**config.mk**
```make
export PLATFORM = sky130hd
export DESIGN_NAME = two_channel_adc_window_averager
export DESIGN_NICKNAME = d
export VERILOG_FILES = /design/src/tcwa_pkg.sv /design/src/tcwa_fifo.sv /design/src/tcwa_front.sv /design/src/tcwa_back.sv /design/src/two_channel_adc_window_averager.sv
export SDC_FILE = /design/constraint.sdc
export NUM_CORES = 1
export LEC_CHECK = 0
export ABC_CLOCK_PERIOD_IN_PS = 9350
export BUFFER_PORTS_ARGS = -buffer_cell sky130_fd_sc_hd__buf_2
export CORE_ASPECT_RATIO = 1.5
export CORE_MARGIN = 2
export CORE_UTILIZATION = 45
export CTS_CLUSTER_SIZE = 8
export DETAILED_ROUTE_END_ITERATION = 8
export PLACE_DENSITY = 0.65
export RECOVER_POWER = 50
export SLEW_MARGIN = 20
export SYNTH_ARGS = -nofsm -noshare
export SYNTH_HDL_FRONTEND = slang
export SYNTH_SLANG_ARGS = --single-unit
```
**constraint.sdc**
```tcl
create_clock -name i_clk -period 9.35 [get_ports i_clk]
set_clock_uncertainty 0.1 [all_clocks]
set_input_delay 1.87 -clock i_clk [delete_from_list [all_inputs] [get_ports i_clk]]
set_output_delay 1.87 -clock i_clk [all_outputs]
set_load 0.05 [all_outputs]
```
**src/tcwa_pkg.sv**
```systemverilog
// ============================================================================
// tcwa_pkg
// Shared types and constants of the two-channel converter window averager.
// ============================================================================
`default_nettype none

package tcwa_pkg;

    localparam int SAMPLE_W     = 12;
    localparam int TIME_W       = 32;
    localparam int INTERVAL_W   = 16;
    localparam int BATTERY_W    = 9;
    localparam int LIGHT_W      = 12;
    localparam int PROD_W       = 24;
    localparam int SCALE_SHIFT  = 12;
    localparam int NUM_CH       = 2;
    localparam int CH_BATTERY   = 0;
    localparam int CH_LIGHT     = 1;
    localparam int MID_DEPTH    = 4;
    localparam int OUT_DEPTH    = 8;

    localparam logic [INTERVAL_W-1:0] INTERVAL_RESET = 16'd1000;
    localparam logic [BATTERY_W-1:0]  BATTERY_OFFSET = 9'd23;

    localparam logic [SAMPLE_W-1:0] CH_GAIN [NUM_CH] = '{12'd330, 12'd3300};

    typedef enum logic {
        OP_CONVERT = 1'b0,
        OP_POLL    = 1'b1
    } t_op;

    typedef struct packed {
        logic [SAMPLE_W-1:0] battery;
        logic [SAMPLE_W-1:0] light;
    } t_sample_pair;

    typedef struct packed {
        logic [BATTERY_W-1:0] battery_scaled;
        logic [LIGHT_W-1:0]   light_millivolts;
    } t_result;

endpackage

`default_nettype wire

```
**src/tcwa_fifo.sv**
```systemverilog
// ============================================================================
// tcwa_fifo
// Small synchronous queue with full and empty flags; depth is a power of two.
// ============================================================================
`default_nettype none

module tcwa_fifo #(
    parameter int WIDTH = 24,
    parameter int DEPTH = 4
) (
    input  wire logic             i_clk,
    input  wire logic             i_rst_n,
    input  wire logic             i_push,
    input  wire logic [WIDTH-1:0] i_data,
    output logic                  o_full,
    input  wire logic             i_pop,
    output logic [WIDTH-1:0]      o_data,
    output logic                  o_empty
);

    localparam int AW = $clog2(DEPTH);

    logic [WIDTH-1:0] r_mem [DEPTH];
    logic [AW:0]      r_wr_ptr;
    logic [AW:0]      r_rd_ptr;
    logic             wr_en;
    logic             rd_en;

    assign o_empty = (r_wr_ptr == r_rd_ptr);
    assign o_full  = (r_wr_ptr[AW-1:0] == r_rd_ptr[AW-1:0]) && (r_wr_ptr[AW] != r_rd_ptr[AW]);
    assign wr_en   = i_push && !o_full;
    assign rd_en   = i_pop && !o_empty;
    assign o_data  = r_mem[r_rd_ptr[AW-1:0]];

    always_ff @(posedge i_clk) begin
        if (wr_en) begin
            r_mem[r_wr_ptr[AW-1:0]] <= i_data;
        end
    end

    always_ff @(posedge i_clk) begin
        if (!i_rst_n) begin
            r_wr_ptr <= '0;
            r_rd_ptr <= '0;
        end else begin
            if (wr_en) begin
                r_wr_ptr <= r_wr_ptr + 1'b1;
            end
            if (rd_en) begin
                r_rd_ptr <= r_rd_ptr + 1'b1;
            end
        end
    end

endmodule

`default_nettype wire

```
**src/tcwa_front.sv**
```systemverilog
// ============================================================================
// tcwa_front
// Takes input words, tracks the pending conversion and the poll rate limit,
// and queues the samples of every poll that passes.
// ============================================================================
`default_nettype none

module tcwa_front (
    input  wire logic                              i_clk,
    input  wire logic                              i_rst_n,
    input  wire logic                              i_cfg_wr_en,
    input  wire logic [tcwa_pkg::INTERVAL_W-1:0]   i_cfg_wr_data,
    input  wire logic                              i_push,
    input  wire logic                              i_q_full,
    input  wire logic                              i_operation,
    input  wire logic [tcwa_pkg::TIME_W-1:0]       i_now_ms,
    input  wire logic [tcwa_pkg::SAMPLE_W-1:0]     i_battery_raw,
    input  wire logic [tcwa_pkg::SAMPLE_W-1:0]     i_light_raw,
    output logic                                   o_q_push,
    output tcwa_pkg::t_sample_pair                 o_q_data
);

    import tcwa_pkg::*;

    logic [INTERVAL_W-1:0] r_interval;
    logic [TIME_W-1:0]     r_last_time;
    logic                  r_pending;
    logic [TIME_W-1:0]     n_last_time;
    logic                  n_pending;
    logic [TIME_W-1:0]     elapsed;
    logic                  take;
    logic                  poll_ok;

    always_comb begin
        // Wrapping difference: the tick counter rolls over modulo 2^32.
        elapsed = i_now_ms - r_last_time;
        take    = i_push && !i_q_full;
        poll_ok = take && (t_op'(i_operation) == OP_POLL) && r_pending
                  && (elapsed > TIME_W'(r_interval));

        n_pending   = r_pending;
        n_last_time = r_last_time;
        if (take && (t_op'(i_operation) == OP_CONVERT)) begin
            n_pending = 1'b1;
        end else if (poll_ok) begin
            n_pending   = 1'b0;
            n_last_time = i_now_ms;
        end
    end

    always_ff @(posedge i_clk) begin
        if (!i_rst_n) begin
            r_interval  <= INTERVAL_RESET;
            r_last_time <= '0;
            r_pending   <= 1'b0;
        end else begin
            if (i_cfg_wr_en) begin
                r_interval <= i_cfg_wr_data;
            end
            r_last_time <= n_last_time;
            r_pending   <= n_pending;
        end
    end

    assign o_q_push         = poll_ok;
    assign o_q_data.battery = i_battery_raw;
    assign o_q_data.light   = i_light_raw;

endmodule

`default_nettype wire

```
**src/tcwa_back.sv**
```systemverilog
// ============================================================================
// tcwa_back
// Updates the sample windows and running sums, then averages and scales
// both channels in a four-stage pipeline. A credit count guarantees room in
// the result queue for every word in flight.
// ============================================================================
`default_nettype none

module tcwa_back #(
    parameter int WINDOW_LEN = 8
) (
    input  wire logic                   i_clk,
    input  wire logic                   i_rst_n,
    input  wire logic                   i_mid_empty,
    input  tcwa_pkg::t_sample_pair      i_mid_data,
    output logic                        o_mid_pop,
    input  wire logic                   i_res_taken,
    output logic                        o_res_push,
    output tcwa_pkg::t_result           o_res
);

    import tcwa_pkg::*;

    localparam int SUM_W    = $clog2(WINDOW_LEN * ((1 << SAMPLE_W) - 1) + 1);
    localparam int SLOT_W   = $clog2(WINDOW_LEN);
    localparam int PQ_W     = 2 * SUM_W;
    localparam int RECIP    = (2 ** SUM_W) / WINDOW_LEN;
    localparam int CREDIT_W = $clog2(OUT_DEPTH + 1);

    // Window state
    logic [SAMPLE_W-1:0] r_win [NUM_CH][WINDOW_LEN];
    logic [SUM_W-1:0]    r_sum [NUM_CH];
    logic [SLOT_W-1:0]   r_slot;
    logic                r_full;
    logic [CREDIT_W-1:0] r_credit;

    // Pipeline stages
    logic                r_s1_valid;
    logic                r_s1_use_avg;
    logic [SAMPLE_W-1:0] r_s1_samp [NUM_CH];
    logic                r_s2_valid;
    logic                r_s2_use_avg;
    logic [SAMPLE_W-1:0] r_s2_samp [NUM_CH];
    logic [SUM_W-1:0]    r_s2_sum  [NUM_CH];
    logic [PQ_W-1:0]     r_s2_prod [NUM_CH];
    logic                r_s3_valid;
    logic [SAMPLE_W-1:0] r_s3_avg  [NUM_CH];
    logic                r_s4_valid;
    logic [PROD_W-1:0]   r_s4_prod [NUM_CH];

    logic                pop;
    logic                last_slot;
    logic                n_full;
    logic [SAMPLE_W-1:0] samp_in [NUM_CH];
    logic [SUM_W-1:0]    n_sum   [NUM_CH];
    logic [SAMPLE_W-1:0] quot    [NUM_CH];
    logic [SUM_W-1:0]    rem     [NUM_CH];
    logic [SAMPLE_W-1:0] n_avg   [NUM_CH];
    logic [CREDIT_W-1:0] n_credit;

    assign pop       = !i_mid_empty && (r_credit < CREDIT_W'(OUT_DEPTH));
    assign o_mid_pop = pop;
    assign last_slot = (r_slot == SLOT_W'(WINDOW_LEN - 1));
    assign n_full    = r_full || last_slot;

    always_comb begin
        samp_in[CH_BATTERY] = i_mid_data.battery;
        samp_in[CH_LIGHT]   = i_mid_data.light;
        for (int ch = 0; ch < NUM_CH; ch++) begin
            n_sum[ch] = r_sum[ch] - SUM_W'(r_win[ch][r_slot]) + SUM_W'(samp_in[ch]);
        end
    end

    // Division by the window length: multiply by a truncated reciprocal,
    // which can come out one low, then fix it with one compare.
    always_comb begin
        for (int ch = 0; ch < NUM_CH; ch++) begin
            quot[ch] = r_s2_prod[ch][SUM_W +: SAMPLE_W];
            rem[ch]  = r_s2_sum[ch] - SUM_W'(quot[ch]) * SUM_W'(WINDOW_LEN);
            if (!r_s2_use_avg) begin
                n_avg[ch] = r_s2_samp[ch];
            end else if (rem[ch] >= SUM_W'(WINDOW_LEN)) begin
                n_avg[ch] = quot[ch] + 1'b1;
            end else begin
                n_avg[ch] = quot[ch];
            end
        end
    end

    always_comb begin
        n_credit = r_credit;
        if (pop && !i_res_taken) begin
            n_credit = r_credit + 1'b1;
        end else if (!pop && i_res_taken) begin
            n_credit = r_credit - 1'b1;
        end
    end

    always_ff @(posedge i_clk) begin
        if (!i_rst_n) begin
            for (int ch = 0; ch < NUM_CH; ch++) begin
                r_sum[ch] <= '0;
                for (int i = 0; i < WINDOW_LEN; i++) begin
                    r_win[ch][i] <= '0;
                end
            end
            r_slot     <= '0;
            r_full     <= 1'b0;
            r_credit   <= '0;
            r_s1_valid <= 1'b0;
            r_s2_valid <= 1'b0;
            r_s3_valid <= 1'b0;
            r_s4_valid <= 1'b0;
        end else begin
            if (pop) begin
                for (int ch = 0; ch < NUM_CH; ch++) begin
                    r_win[ch][r_slot] <= samp_in[ch];
                    r_sum[ch]         <= n_sum[ch];
                end
                r_slot <= last_slot ? '0 : r_slot + 1'b1;
                r_full <= n_full;
            end
            r_credit   <= n_credit;
            r_s1_valid <= pop;
            r_s2_valid <= r_s1_valid;
            r_s3_valid <= r_s2_valid;
            r_s4_valid <= r_s3_valid;
        end
    end

    // Payload stages. Stage two reads the running sums the cycle after they
    // were updated, before any later word can change them.
    always_ff @(posedge i_clk) begin
        r_s1_use_avg <= n_full;
        r_s2_use_avg <= r_s1_use_avg;
        for (int ch = 0; ch < NUM_CH; ch++) begin
            r_s1_samp[ch] <= samp_in[ch];
            r_s2_samp[ch] <= r_s1_samp[ch];
            r_s2_sum[ch]  <= r_sum[ch];
            r_s2_prod[ch] <= PQ_W'(r_sum[ch]) * PQ_W'(RECIP);
            r_s3_avg[ch]  <= n_avg[ch];
            r_s4_prod[ch] <= PROD_W'(r_s3_avg[ch]) * PROD_W'(CH_GAIN[ch]);
        end
    end

    assign o_res_push = r_s4_valid;
    assign o_res.battery_scaled =
        r_s4_prod[CH_BATTERY][SCALE_SHIFT +: BATTERY_W] + BATTERY_OFFSET;
    assign o_res.light_millivolts = r_s4_prod[CH_LIGHT][SCALE_SHIFT +: LIGHT_W];

endmodule

`default_nettype wire

```
**src/two_channel_adc_window_averager.sv**
```systemverilog
// ============================================================================
// two_channel_adc_window_averager
// Rate-limited moving average of a battery and a light sensor channel.
// ============================================================================
//  Channel  | Ports                                        | Handshake
//  ---------+----------------------------------------------+------------------
//  input    | i_operation, i_now_ms, i_battery_raw,        | push / full
//           | i_light_raw                                  |
//  result   | o_battery_scaled, o_light_millivolts         | empty / pop
//  config   | i_cfg_wr_data (interval_ms)                  | i_cfg_wr_en
//
//  One input word is taken per cycle while full is low. A passing poll is
//  written to the poll queue, popped into the averaging and scaling pipeline
//  when the result queue has room, and the last pipeline stage writes the
//  result queue, whose head drives the result ports.
//  full rises only when the four-entry poll queue is full, which happens when
//  results are not popped and eight words fill the pipeline and result queue.
//  Synchronous reset clears the windows, sums and queues.
// ============================================================================
`default_nettype none

module two_channel_adc_window_averager #(
    parameter int WINDOW_LEN = 8
) (
    input  wire logic                            i_clk,
    input  wire logic                            i_rst_n,
    input  wire logic                            i_cfg_wr_en,
    input  wire logic [tcwa_pkg::INTERVAL_W-1:0] i_cfg_wr_data,
    input  wire logic                            push,
    output logic                                 full,
    input  wire logic                            i_operation,
    input  wire logic [tcwa_pkg::TIME_W-1:0]     i_now_ms,
    input  wire logic [tcwa_pkg::SAMPLE_W-1:0]   i_battery_raw,
    input  wire logic [tcwa_pkg::SAMPLE_W-1:0]   i_light_raw,
    output logic                                 empty,
    input  wire logic                            pop,
    output logic [tcwa_pkg::BATTERY_W-1:0]       o_battery_scaled,
    output logic [tcwa_pkg::LIGHT_W-1:0]         o_light_millivolts
);

    import tcwa_pkg::*;

    logic         q_push;
    t_sample_pair q_in;
    t_sample_pair q_out;
    logic         q_full;
    logic         q_empty;
    logic         q_pop;
    logic         res_push;
    t_result      res_in;
    t_result      res_out;
    logic         res_full;
    logic         res_taken;

    assign full      = q_full;
    assign res_taken = pop && !empty;

    tcwa_front u_front (
        .i_clk         (i_clk),
        .i_rst_n       (i_rst_n),
        .i_cfg_wr_en   (i_cfg_wr_en),
        .i_cfg_wr_data (i_cfg_wr_data),
        .i_push        (push),
        .i_q_full      (q_full),
        .i_operation   (i_operation),
        .i_now_ms      (i_now_ms),
        .i_battery_raw (i_battery_raw),
        .i_light_raw   (i_light_raw),
        .o_q_push      (q_push),
        .o_q_data      (q_in)
    );

    tcwa_fifo #(
        .WIDTH ($bits(t_sample_pair)),
        .DEPTH (MID_DEPTH)
    ) u_poll_q (
        .i_clk   (i_clk),
        .i_rst_n (i_rst_n),
        .i_push  (q_push),
        .i_data  (q_in),
        .o_full  (q_full),
        .i_pop   (q_pop),
        .o_data  (q_out),
        .o_empty (q_empty)
    );

    tcwa_back #(
        .WINDOW_LEN (WINDOW_LEN)
    ) u_back (
        .i_clk       (i_clk),
        .i_rst_n     (i_rst_n),
        .i_mid_empty (q_empty),
        .i_mid_data  (q_out),
        .o_mid_pop   (q_pop),
        .i_res_taken (res_taken),
        .o_res_push  (res_push),
        .o_res       (res_in)
    );

    // The back end only issues a word when the result queue has room for it,
    // so res_full never blocks a push.
    tcwa_fifo #(
        .WIDTH ($bits(t_result)),
        .DEPTH (OUT_DEPTH)
    ) u_result_q (
        .i_clk   (i_clk),
        .i_rst_n (i_rst_n),
        .i_push  (res_push),
        .i_data  (res_in),
        .o_full  (res_full),
        .i_pop   (pop),
        .o_data  (res_out),
        .o_empty (empty)
    );

    assign o_battery_scaled   = res_out.battery_scaled;
    assign o_light_millivolts = res_full ? res_out.light_millivolts : res_out.light_millivolts;

endmodule

`default_nettype wire

```
======== After elaboration in Yosys (flattened, before gate mapping) ========
Memories as Yosys holds them, arrays and structs flattened. A register that Yosys moved wholly into a read port is not among the register bits.
Cells that the tools add are included.
W data, S select, Z words.
storage, ports and cells
  flip-flop bits (word level) ............. 77
  memory bits (writable) .................. 664
  output and inout bits ................... 23
  logic and storage cells ................. 504
  memories ................................ 10
cells by class
  add/subtract/negate cells ............... 17
  multiply operators ...................... 2
  magnitude comparators ................... 6
  equality and inequality tests ........... 7
  multiplexer cells ....................... 224
  bitwise logic cells ..................... 197
  reduce and logical (&&, ||, !) cells .... 25
memories
  memory            words  bits a word  read ports  clocked after memory_dff  wr ports  line             source
  u_back.r_win      2      96           2           0                         2         tcwa_back.sv:31  logic [SAMPLE_W-1:0] r_win [NUM_CH][WINDOW_LEN];
  u_result_q.r_mem  8      21           1           1                         1         tcwa_fifo.sv:23  logic [WIDTH-1:0] r_mem [DEPTH];
  u_poll_q.r_mem    4      24           1           1                         1         tcwa_fifo.sv:23
  u_back.r_s4_prod  2      23           2           0                         2         tcwa_back.sv:49  logic [PROD_W-1:0] r_s4_prod [NUM_CH];
  u_back.r_s2_prod  2      15           2           0                         2         tcwa_back.sv:45  logic [PQ_W-1:0] r_s2_prod [NUM_CH];
  u_back.r_s2_sum   2      15           2           0                         2         tcwa_back.sv:44  logic [SUM_W-1:0] r_s2_sum [NUM_CH];
  4 more memories   n/a    n/a          n/a         n/a                       n/a       n/a
operator list
  cell                      count
  $mux W1                   202
  $or A1 B1 Y1              194
  $mux W12                  9
  $mux W96                  1
  $bmux W12 S3              2
  $demux W12 S3             1
  $gt A32 B16 Y1            1
  $sub A32 B32 Y32          1
  $add A15 B12 Y15          2
  $ge A15 B4 Y1 const B     2
  $mux W15                  2
  $sub A15 B12 Y15          2
  $sub A15 B15 Y15          2
  $add A12 B1 Y12 const B   2
  $mul A12 B10 Y22 const B  1
  $mul A12 B8 Y20 const B   1
  $logic_and A1 B1 Y1       15
  $add A4 B1 Y4 const B     3
  $add A3 B1 Y3 const B     3
  $add A9 B5 Y9 const B     1
  $mux W3                   3
  $mux W4                   2
  $eq A3 B3 Y1              2
  $logic_not A1 Y1          6
  14 further kinds          18

======== Longest topological paths before layout ========
Gate-level depths: netlist of run 1.
  depth after elaboration ................. 10
  mapped depth ............................ 26

======== Hierarchy ========
From an unflattened synthesis of run 1, not the netlist that was laid out.
unflattened totals
  cells, all modules ...................... 2712
  area, all modules ....................... 34765.8 um2
by module, submodules not included
  module                           instances  cells each  area each (um2)  seq. area each (um2)
  tcwa_back                        1          1598        18784.3          9288.9
  tcwa_fifo at u_result_q          1          326         7233.2           5265.0
  tcwa_front                       1          593         4703.3           980.9
  tcwa_fifo at u_poll_q            1          194         4031.4           3042.9
  two_channel_adc_window_averager  1          1           13.8             0.0

======== Least setup slack after synthesis of run 1 ========
No wires, ideal clock.
  path type ............................... in2reg
  start point ............................. in i_now_ms[0] (netlist bit)
  end point ............................... mem u_poll_q.r_mem[0][0], enable pin
  setup time .............................. 0.361 ns
  data arrival time ....................... 6.135 ns
  data required time ...................... 8.889 ns
  setup slack ............................. 2.754 ns
  stages .................................. 24
  buffers on the path ..................... 1
  cell sequence ........................... inv_1 > ha_1 > fa_1 > nand2b_1 > a21oi_1 > nor2_1 > a21oi_1 > and2_1 > o21ai_0 > nor2b_1 > xnor2_1 > ha_1 > nand4_1 > inv_1 > a221oi_1 > o211ai_1 > o41ai_1 > nand4_1 > a2111oi_0 > nand4_1 > nor4_4 > nor2_4 > buf_6 > and2_1
between the ends
  word-level cells in the longest chain between the ends .. 6
RTL lines
  element                        line                                   source
  start: declaration             two_channel_adc_window_averager.sv:32  input wire logic [tcwa_pkg::TIME_W-1:0] i_now_ms,
  $sub A32 B32 Y32               tcwa_front.sv:36                       elapsed = i_now_ms - r_last_time;
  $gt A32 B16 Y1                 tcwa_front.sv:39                       && (elapsed > TIME_W'(r_interval));
  $logic_and A1 B1 Y1            tcwa_front.sv:39
  $logic_and A1 B1 Y1            tcwa_fifo.sv:31                        assign wr_en = i_push && !o_full;
  $mux W1                        tcwa_fifo.sv:36                        if (wr_en) begin
  $mux W1 (implied by the code)  tcwa_fifo.sv:37                        r_mem[r_wr_ptr[AW-1:0]] <= i_data;
  end: declaration               tcwa_fifo.sv:23
Every way passes these cells.

==> summary.md, run 1 <==
### Floorplanning
• 101 — top-level I/O count
• 223 µm — die width
• 71200 µm² — core region area
• 0.453 — starting density of the core
• 120 — number of placement rows
• 73800 µm² — Die Outline Area
• 332 µm — overall die height

### Clock tree
• 0.65 ns — clock latency at the later pin of the worst-skew pair
• 3 — Clock H-tree levels
• 0 — setup fix buffers added after clock tree synthesis
• 0.05 ns — clock-pin slew of the registers on the worst-case setup and hold paths
• sky130_fd_sc_hd__clkbuf_16 — clk root buf
• 685 — total number of clock tree sinks
• 0 — hold_buf cts
• 96 — number of CTS-inserted buffers
• built — TritonCTS clock tree
• 0 — # resized after CTS
• 3 — maximum number of buffers from clock root to sink

### Synthesis
• 0 — proportion of synthesized flip-flops having asynchronous set or reset
• 486 — number of flops mapped to enable cells by yosys
• 0.576 — sequential element share of the synthesized area
• 2918 — net count of the mapped netlist
• 12.6 µm² — syn avg cell area
• 32200 µm² — Netlist Area Pre-Place
• 0.0236 — xor-xnor portion of the synthesized cell area
• 0.0857 — Post-Synth Simple-Gate Area
• 0 — Synthesis Warnings
• sky130_fd_sc_hd__edfxtp_1 — Post-synth top flop
• 2559 — synthesized instance count
• adder cells — dominant combinational cell family by area after synthesis
• 0.0677 — compound-cell area share of the yosys netlist
• 65 — count of different cell masters after synthesis
• 0.125 — Post-Synth Adder-Cell Area
• 685 — number of flip-flops and latches in the synthesized netlist
• 0.0767 — share of synthesized area spent on multiplexers

### Finish
• sky130_fd_sc_hd__edfxtp_1 (486), sky130_fd_sc_hd__inv_1 (286), sky130_fd_sc_hd__nor2_1 (268) — commonest non-fill, non-tap cells in the layout
• sky130_fd_sc_hd__edfxtp_1 — leading cell type in the layout, fill and taps excluded
• 0 — diode insertion count for antenna repair
• 3081 — final-stage net count
• 0.121 — layout cells sized above 1
• 13.8% — relative area change from synthesis to final layout

### Pwr
• 330 nW/µm² — power per unit of standard cell area
• 0.307 mV — peak supply drop
• 14.4 nW — standby leakage power
• 12.1 mW — Design Power

### GRT
• 20900 — vias in the first global route
• 0 — gr ovfl total
• 0.188 — global-route total usage across every layer
• 90 — largest net degree at the start of global routing
• 2 — antenna violations before repair
• 110000 µm — wire length of the first global-routing pass

### STA
• 3.57 ns — transition at the pin with the smallest max-transition slack
• 394 — final max-slew violation count
• 140 MHz — maximum operating frequency
• 0.219 ns — final hold slack
• 7.17 ns — final critical delay including setup and external delays
• 0 — final hold violation count
• 0 — setup violation total in the final timing report
• -1.38 — headroom to the max-slew limit
• no — unrepaired setup endpoints after global routing
• 0 ns — aggregate negative setup slack
• 0.766 — portion of the clock cycle consumed by the worst path in the final layout

### Outcome
• max-capacitance violations, max-slew violations — violations in the final reports
• finished, violations left — status

### Detailed routing
• 68900 µm — routed wire length
• 1028 — First DRT Iteration DRCs
• 0 — ANT nets after route
• 5 — number of optimization iterations in the first detailed-route pass
• 0 — number of design rule violations left after detail routing
• 18.5 µm — post-detailed-route wirelength per cell
• 5.31 — mean number of vias per cell
• 19700 — Vias

### Worst setup path
• 2.57 ns — Worst path max stage delay
• 89 — worst-path fanout max
• sky130_fd_sc_hd__clkbuf_1 — CP most frequent cell
• 7.08 ns — critical path arrival
• 9.26 ns — Critical Path RT
• input pin — nature of the critical path startpoint
• clkbuf_1, clkbuf_1, nand2_2 — series of cell instances along the critical path
• input pin to register — critical path type
• register — sort of element at the end of the critical path
• sky130_fd_sc_hd__clkbuf_1 — slowest stage cell, crit path

### Placed design
• 100 — Port-buffer cells
• 0.835 — global placer's final weighted congestion
• 44900 µm — HPWL after detailed placement

### Hold path
• register to register — class of the tightest hold or removal check

### Job
• 17 — max-cap check violation count

==> final timing paths <==
| check | to | cells past startpoint | slack [ns] | from |
|---|---|---|---|---|
| hold reg to reg | u_back.r_s2_samp[0][13]$_DFF_P_ | 0 | 0.22 | u_back.r_s1_samp[0][13]$_DFF_P_ |
| setup / recovery | u_back.r_win[0][57]$_SDFFCE_PN0P_ | 3 | 2.18 | i_rst_n |
| setup reg to reg | u_back.r_sum[0][29]$_SDFFCE_PN0P_ | 18 | 2.33 | register |
| hold / removal | u_back.r_s2_samp[0][13]$_DFF_P_ | 0 | 0.22 | u_back.r_s1_samp[0][13]$_DFF_P_ |
==> stage by stage <==
| step | worst slack [ns] | cell area (µm²) | util | instances |
|---|---|---|---|---|
| final | 2.18 | 36700 | 0.516 | 3715 |
| after global routing | 1.57 | 36700 | 0.516 | 3715 |
| after CTS | 2.78 | 36900 | 0.518 | 3715 |
| after detailed placement | 2.17 | 34000 | 0.478 | 3539 |
| after global placement | 2.36 | 34000 | 0.478 | 3539 |
| after floorplan | 2.75 | 32200 | - | 2559 |
==> layer usage <==
layer	track usage	vias up	wire (µm)
met3	0.0242	151	3260
met5	0	-	16
li1	-	9390	-
met2	0.357	530	37200
met4	0.0872	2	2460
met1	0.206	9637	26000
==> cell type report <==
class / instances / area (µm²)
multi-input combinational: 1496 / 12300
timing repair buffer: 157 / 798
fill: 6167 / 34500
inverter: 286 / 1070
clock inverter: 7 / 128
clock buffer: 169 / 2720
tap: 915 / 1140
sequential: 685 / 18600
==> where the power goes <==
part | switching, mW | total [mW] | internal, mW
Sequential | 0.206 | 3.99 | 3.79
Combinational | 2.77 | 4.89 | 2.12
Clock | 1.26 | 3.22 | 1.96
==> critical path, delay by kind of cell <==
kind                   cells  cell delay, ns
AND/OR/NAND/NOR            1            1.57
buffers and inverters      2            3.55
==> synthesized netlist by cell type (35+ instances only) <==
cell type,instances,area share
sky130_fd_sc_hd__a21oi_1,63,0.0098
sky130_fd_sc_hd__mux4_2,42,0.029
sky130_fd_sc_hd__fa_1,69,0.043
sky130_fd_sc_hd__ha_1,212,0.082
sky130_fd_sc_hd__mux2_2,69,0.024
sky130_fd_sc_hd__xor2_1,35,0.0095
sky130_fd_sc_hd__inv_1,285,0.033
sky130_fd_sc_hd__a22oi_1,96,0.022
sky130_fd_sc_hd__mux2i_1,75,0.023
sky130_fd_sc_hd__nor2_1,272,0.032
sky130_fd_sc_hd__clkbuf_1,81,0.0094
sky130_fd_sc_hd__dfxtp_1,199,0.12
sky130_fd_sc_hd__xnor2_1,52,0.014
sky130_fd_sc_hd__nand2_1,170,0.020
sky130_fd_sc_hd__edfxtp_1,486,0.45
==> flip-flops by register name (all words and copies together) (netlist names), 4 cells and up, named ones only <==
register / flops
u_result_q.r_rd_ptr: 4
u_back.r_win: 192
u_back.r_sum: 30
u_back.r_s2_samp: 24
u_back.r_credit: 4
u_result_q.r_wr_ptr: 4
u_back.r_s4_prod: 21
u_back.r_s1_samp: 24
u_poll_q.r_mem: 96
u_front.r_interval: 16
u_result_q.r_mem: 168
u_front.r_last_time: 32
u_back.r_s2_sum: 24
u_back.r_s3_avg: 24
==> cells by family (layout without fill, tap and decap cells) <==
logic type	Yosys count	in the layout
AOI/OAI and AO/OA	320	320
buffers and inverters	378	619
DFF	685	685
and+or+nand+nor	622	622
xor gates and xnor gates	87	87
muxes	186	186
adders and majority gates	281	281
Power figures use the tool's default switching activity.
==> run 2, diff against run 1 <==
- ABC_CLOCK_PERIOD_IN_PS: 9350 -> 7300
- clock period: 9.35 -> 7.3 ns (I/O delays scaled with it)
==> summary.md, run 2 (synthesized netlist as in run 1, its figures left out) <==
### Outcome
• finished, violations left — status, unchanged
• max-capacitance violations, max-slew violations — violations in the final reports, unchanged

### Worst setup path
• register to register — critical path type, was input pin to register
• sky130_fd_sc_hd__dfxtp_1 — slowest stage cell, crit path, was sky130_fd_sc_hd__clkbuf_1
• register — nature of the critical path startpoint, was input pin
• clkbuf_1, mux2_2, o21ai_1, fa_1, inv_1, ha_1, o21ai_0, a21oi_1, o21ai_0, nand2b_1, a21o_1, a41o_1, o41ai_1, o21ai_0, xnor2_1, nor2_1 — series of cell instances along the critical path, was clkbuf_1, clkbuf_1, nand2_2
• 2 — number of buffers and inverters on the critical path, unchanged
• 18 — worst-path fanout max, was 89
• compound AO/OA/AOI/OAI gates — Top Family by Delay on Critical Path, was buffers and inverters
• register — sort of element at the end of the critical path, unchanged
• 7.52 ns — Critical Path RT, was 9.26 ns
• sky130_fd_sc_hd__o21ai_0 — CP most frequent cell, was sky130_fd_sc_hd__clkbuf_1
• 6.38 ns — critical path arrival, was 7.08 ns
• 0.94 ns — Worst path max stage delay, was 2.57 ns

### Placed design
• 46000 µm — HPWL after detailed placement, was 44900 µm
• 34100 µm² — Post-Place Cell Area, was 34000 µm²
• 100 — Port-buffer cells, unchanged
• 0.851 — global placer's final weighted congestion, was 0.835

### STA
• 363 — final max-slew violation count, was 394
• -0.710 — headroom to the max-slew limit, was -1.38
• 2.57 ns — transition at the pin with the smallest max-transition slack, was 3.57 ns
• 162 MHz — maximum operating frequency
• 0.844 — portion of the clock cycle consumed by the worst path in the final layout
• 0 — setup violation total in the final timing report, unchanged
• no — unrepaired setup endpoints after global routing, unchanged
• 0 ns — aggregate negative setup slack, unchanged
• 6.16 ns — final critical delay including setup and external delays
• 0 — final hold violation count, unchanged
• 0.223 ns — final hold slack, was 0.219 ns

### Floorplanning
• 223 µm — die width, unchanged
• 332 µm — overall die height, unchanged
• 73800 µm² — Die Outline Area, unchanged
• 120 — number of placement rows, unchanged
• 71200 µm² — core region area, unchanged
• 0.453 — starting density of the core, unchanged
• 101 — top-level I/O count, unchanged

### Clock tree
• built — TritonCTS clock tree, unchanged
• 3 — Clock H-tree levels, unchanged
• 0 — hold_buf cts, unchanged
• 0 — setup fix buffers added after clock tree synthesis, unchanged
• 0.64 ns — clock latency at the later pin of the worst-skew pair, was 0.65 ns
• 0 — # resized after CTS, unchanged
• sky130_fd_sc_hd__clkbuf_16 — clk root buf, unchanged
• 685 — total number of clock tree sinks, unchanged
• 96 — number of CTS-inserted buffers, unchanged
• 3 — maximum number of buffers from clock root to sink, unchanged
• 0.05 ns — clock-pin slew of the registers on the worst-case setup and hold paths, about the same

### Pwr
• 0.339 mV — peak supply drop, was 0.307 mV
• 423 nW/µm² — power per unit of standard cell area, was 330 nW/µm²
• 14.5 nW — standby leakage power, was 14.4 nW

### Finish
• 36700 µm² — cell area after layout, about the same
• sky130_fd_sc_hd__edfxtp_1 — leading cell type in the layout, fill and taps excluded, unchanged
• 3090 — final-stage net count, was 3081
• 192 — flip-flop count of the largest register, all copies and words added, unchanged
• u_back.r_win — most flop-heavy register, unchanged
• 14.0% — relative area change from synthesis to final layout, was 13.8%
• 0.124 — layout cells sized above 1, was 0.121
• sky130_fd_sc_hd__edfxtp_1 (486), sky130_fd_sc_hd__inv_1 (285), sky130_fd_sc_hd__nor2_1 (269) — commonest non-fill, non-tap cells in the layout, was sky130_fd_sc_hd__edfxtp_1 (486), sky130_fd_sc_hd__inv_1 (286), sky130_fd_sc_hd__nor2_1 (268)

### GRT
• 0.188 — global-route total usage across every layer, about the same
• 110000 µm — wire length of the first global-routing pass, about the same
• 0 — antenna violations before repair, was 2
• 63 — largest net degree at the start of global routing, was 90
• 21000 — vias in the first global route, was 20900
• 0 — gr ovfl total, unchanged

### Detailed routing
• 1165 — First DRT Iteration DRCs, was 1028
• 0 — ANT nets after route, unchanged
• 68600 µm — routed wire length, was 68900 µm
• 0 — number of design rule violations left after detail routing, unchanged
• 5 — number of optimization iterations in the first detailed-route pass, unchanged
• 19700 — Vias, about the same
• 5.30 — mean number of vias per cell, was 5.31
• 18.4 µm — post-detailed-route wirelength per cell, was 18.5 µm

### Job
• 13 — max-cap check violation count, was 17

### Hold path
• register to register — class of the tightest hold or removal check, unchanged

run 2: routing by layer:
layer	global-route usage	wire, µm	vias to the layer above
met2	0.361	37100	543
met3	0.0261	3080	162
met4	0.0851	2650	0
met1	0.203	25800	9625
met5	0	0	-
li1	-	-	9408
run 2: final cells by class:
cell class,count,area [µm²]
antenna,1,2.50
clock buffer,170,2730
clock inverter,5,93.8
fill,6064,34400
inverter,286,1070
multi-input combinational,1496,12200
sequential,685,18600
tap,915,1140
timing repair buffer,166,871
run 2: final timing paths:
| path | to | cells after the start | slack, ns | from |
|---|---|---|---|---|
| setup / recovery | u_back.r_sum[0][14]$_SDFFCE_PN0P_ | 16 | 1.14 | register |
| hold / removal | u_back.r_s2_samp[0][19]$_DFF_P_ | 0 | 0.22 | u_back.r_s1_samp[0][19]$_DFF_P_ |
| setup reg to reg | u_back.r_sum[0][14]$_SDFFCE_PN0P_ | 16 | 1.14 | register |
| hold reg to reg | u_back.r_s2_samp[0][19]$_DFF_P_ | 0 | 0.22 | u_back.r_s1_samp[0][19]$_DFF_P_ |
run 2: metrics by stage:
step            util  power, mW  cells  setup slack (ns)
2_1_floorplan      -       9.99   2559              1.11
3_3_place_gp   0.479       11.3   3548             0.733
3_5_place_dp   0.479       11.5   3548             0.618
4_1_cts        0.519       15.8   3723              1.23
5_1_grt        0.516       16.8   3723             0.622
6_report       0.516       15.5   3724              1.14
run 2: power breakdown:
group | internal, mW | switching, mW | total, mW
Sequential | 4.85 | 0.250 | 5.10
Clock | 2.51 | 1.62 | 4.13
Combinational | 2.71 | 3.61 | 6.32
Total | 10.1 | 5.47 | 15.5
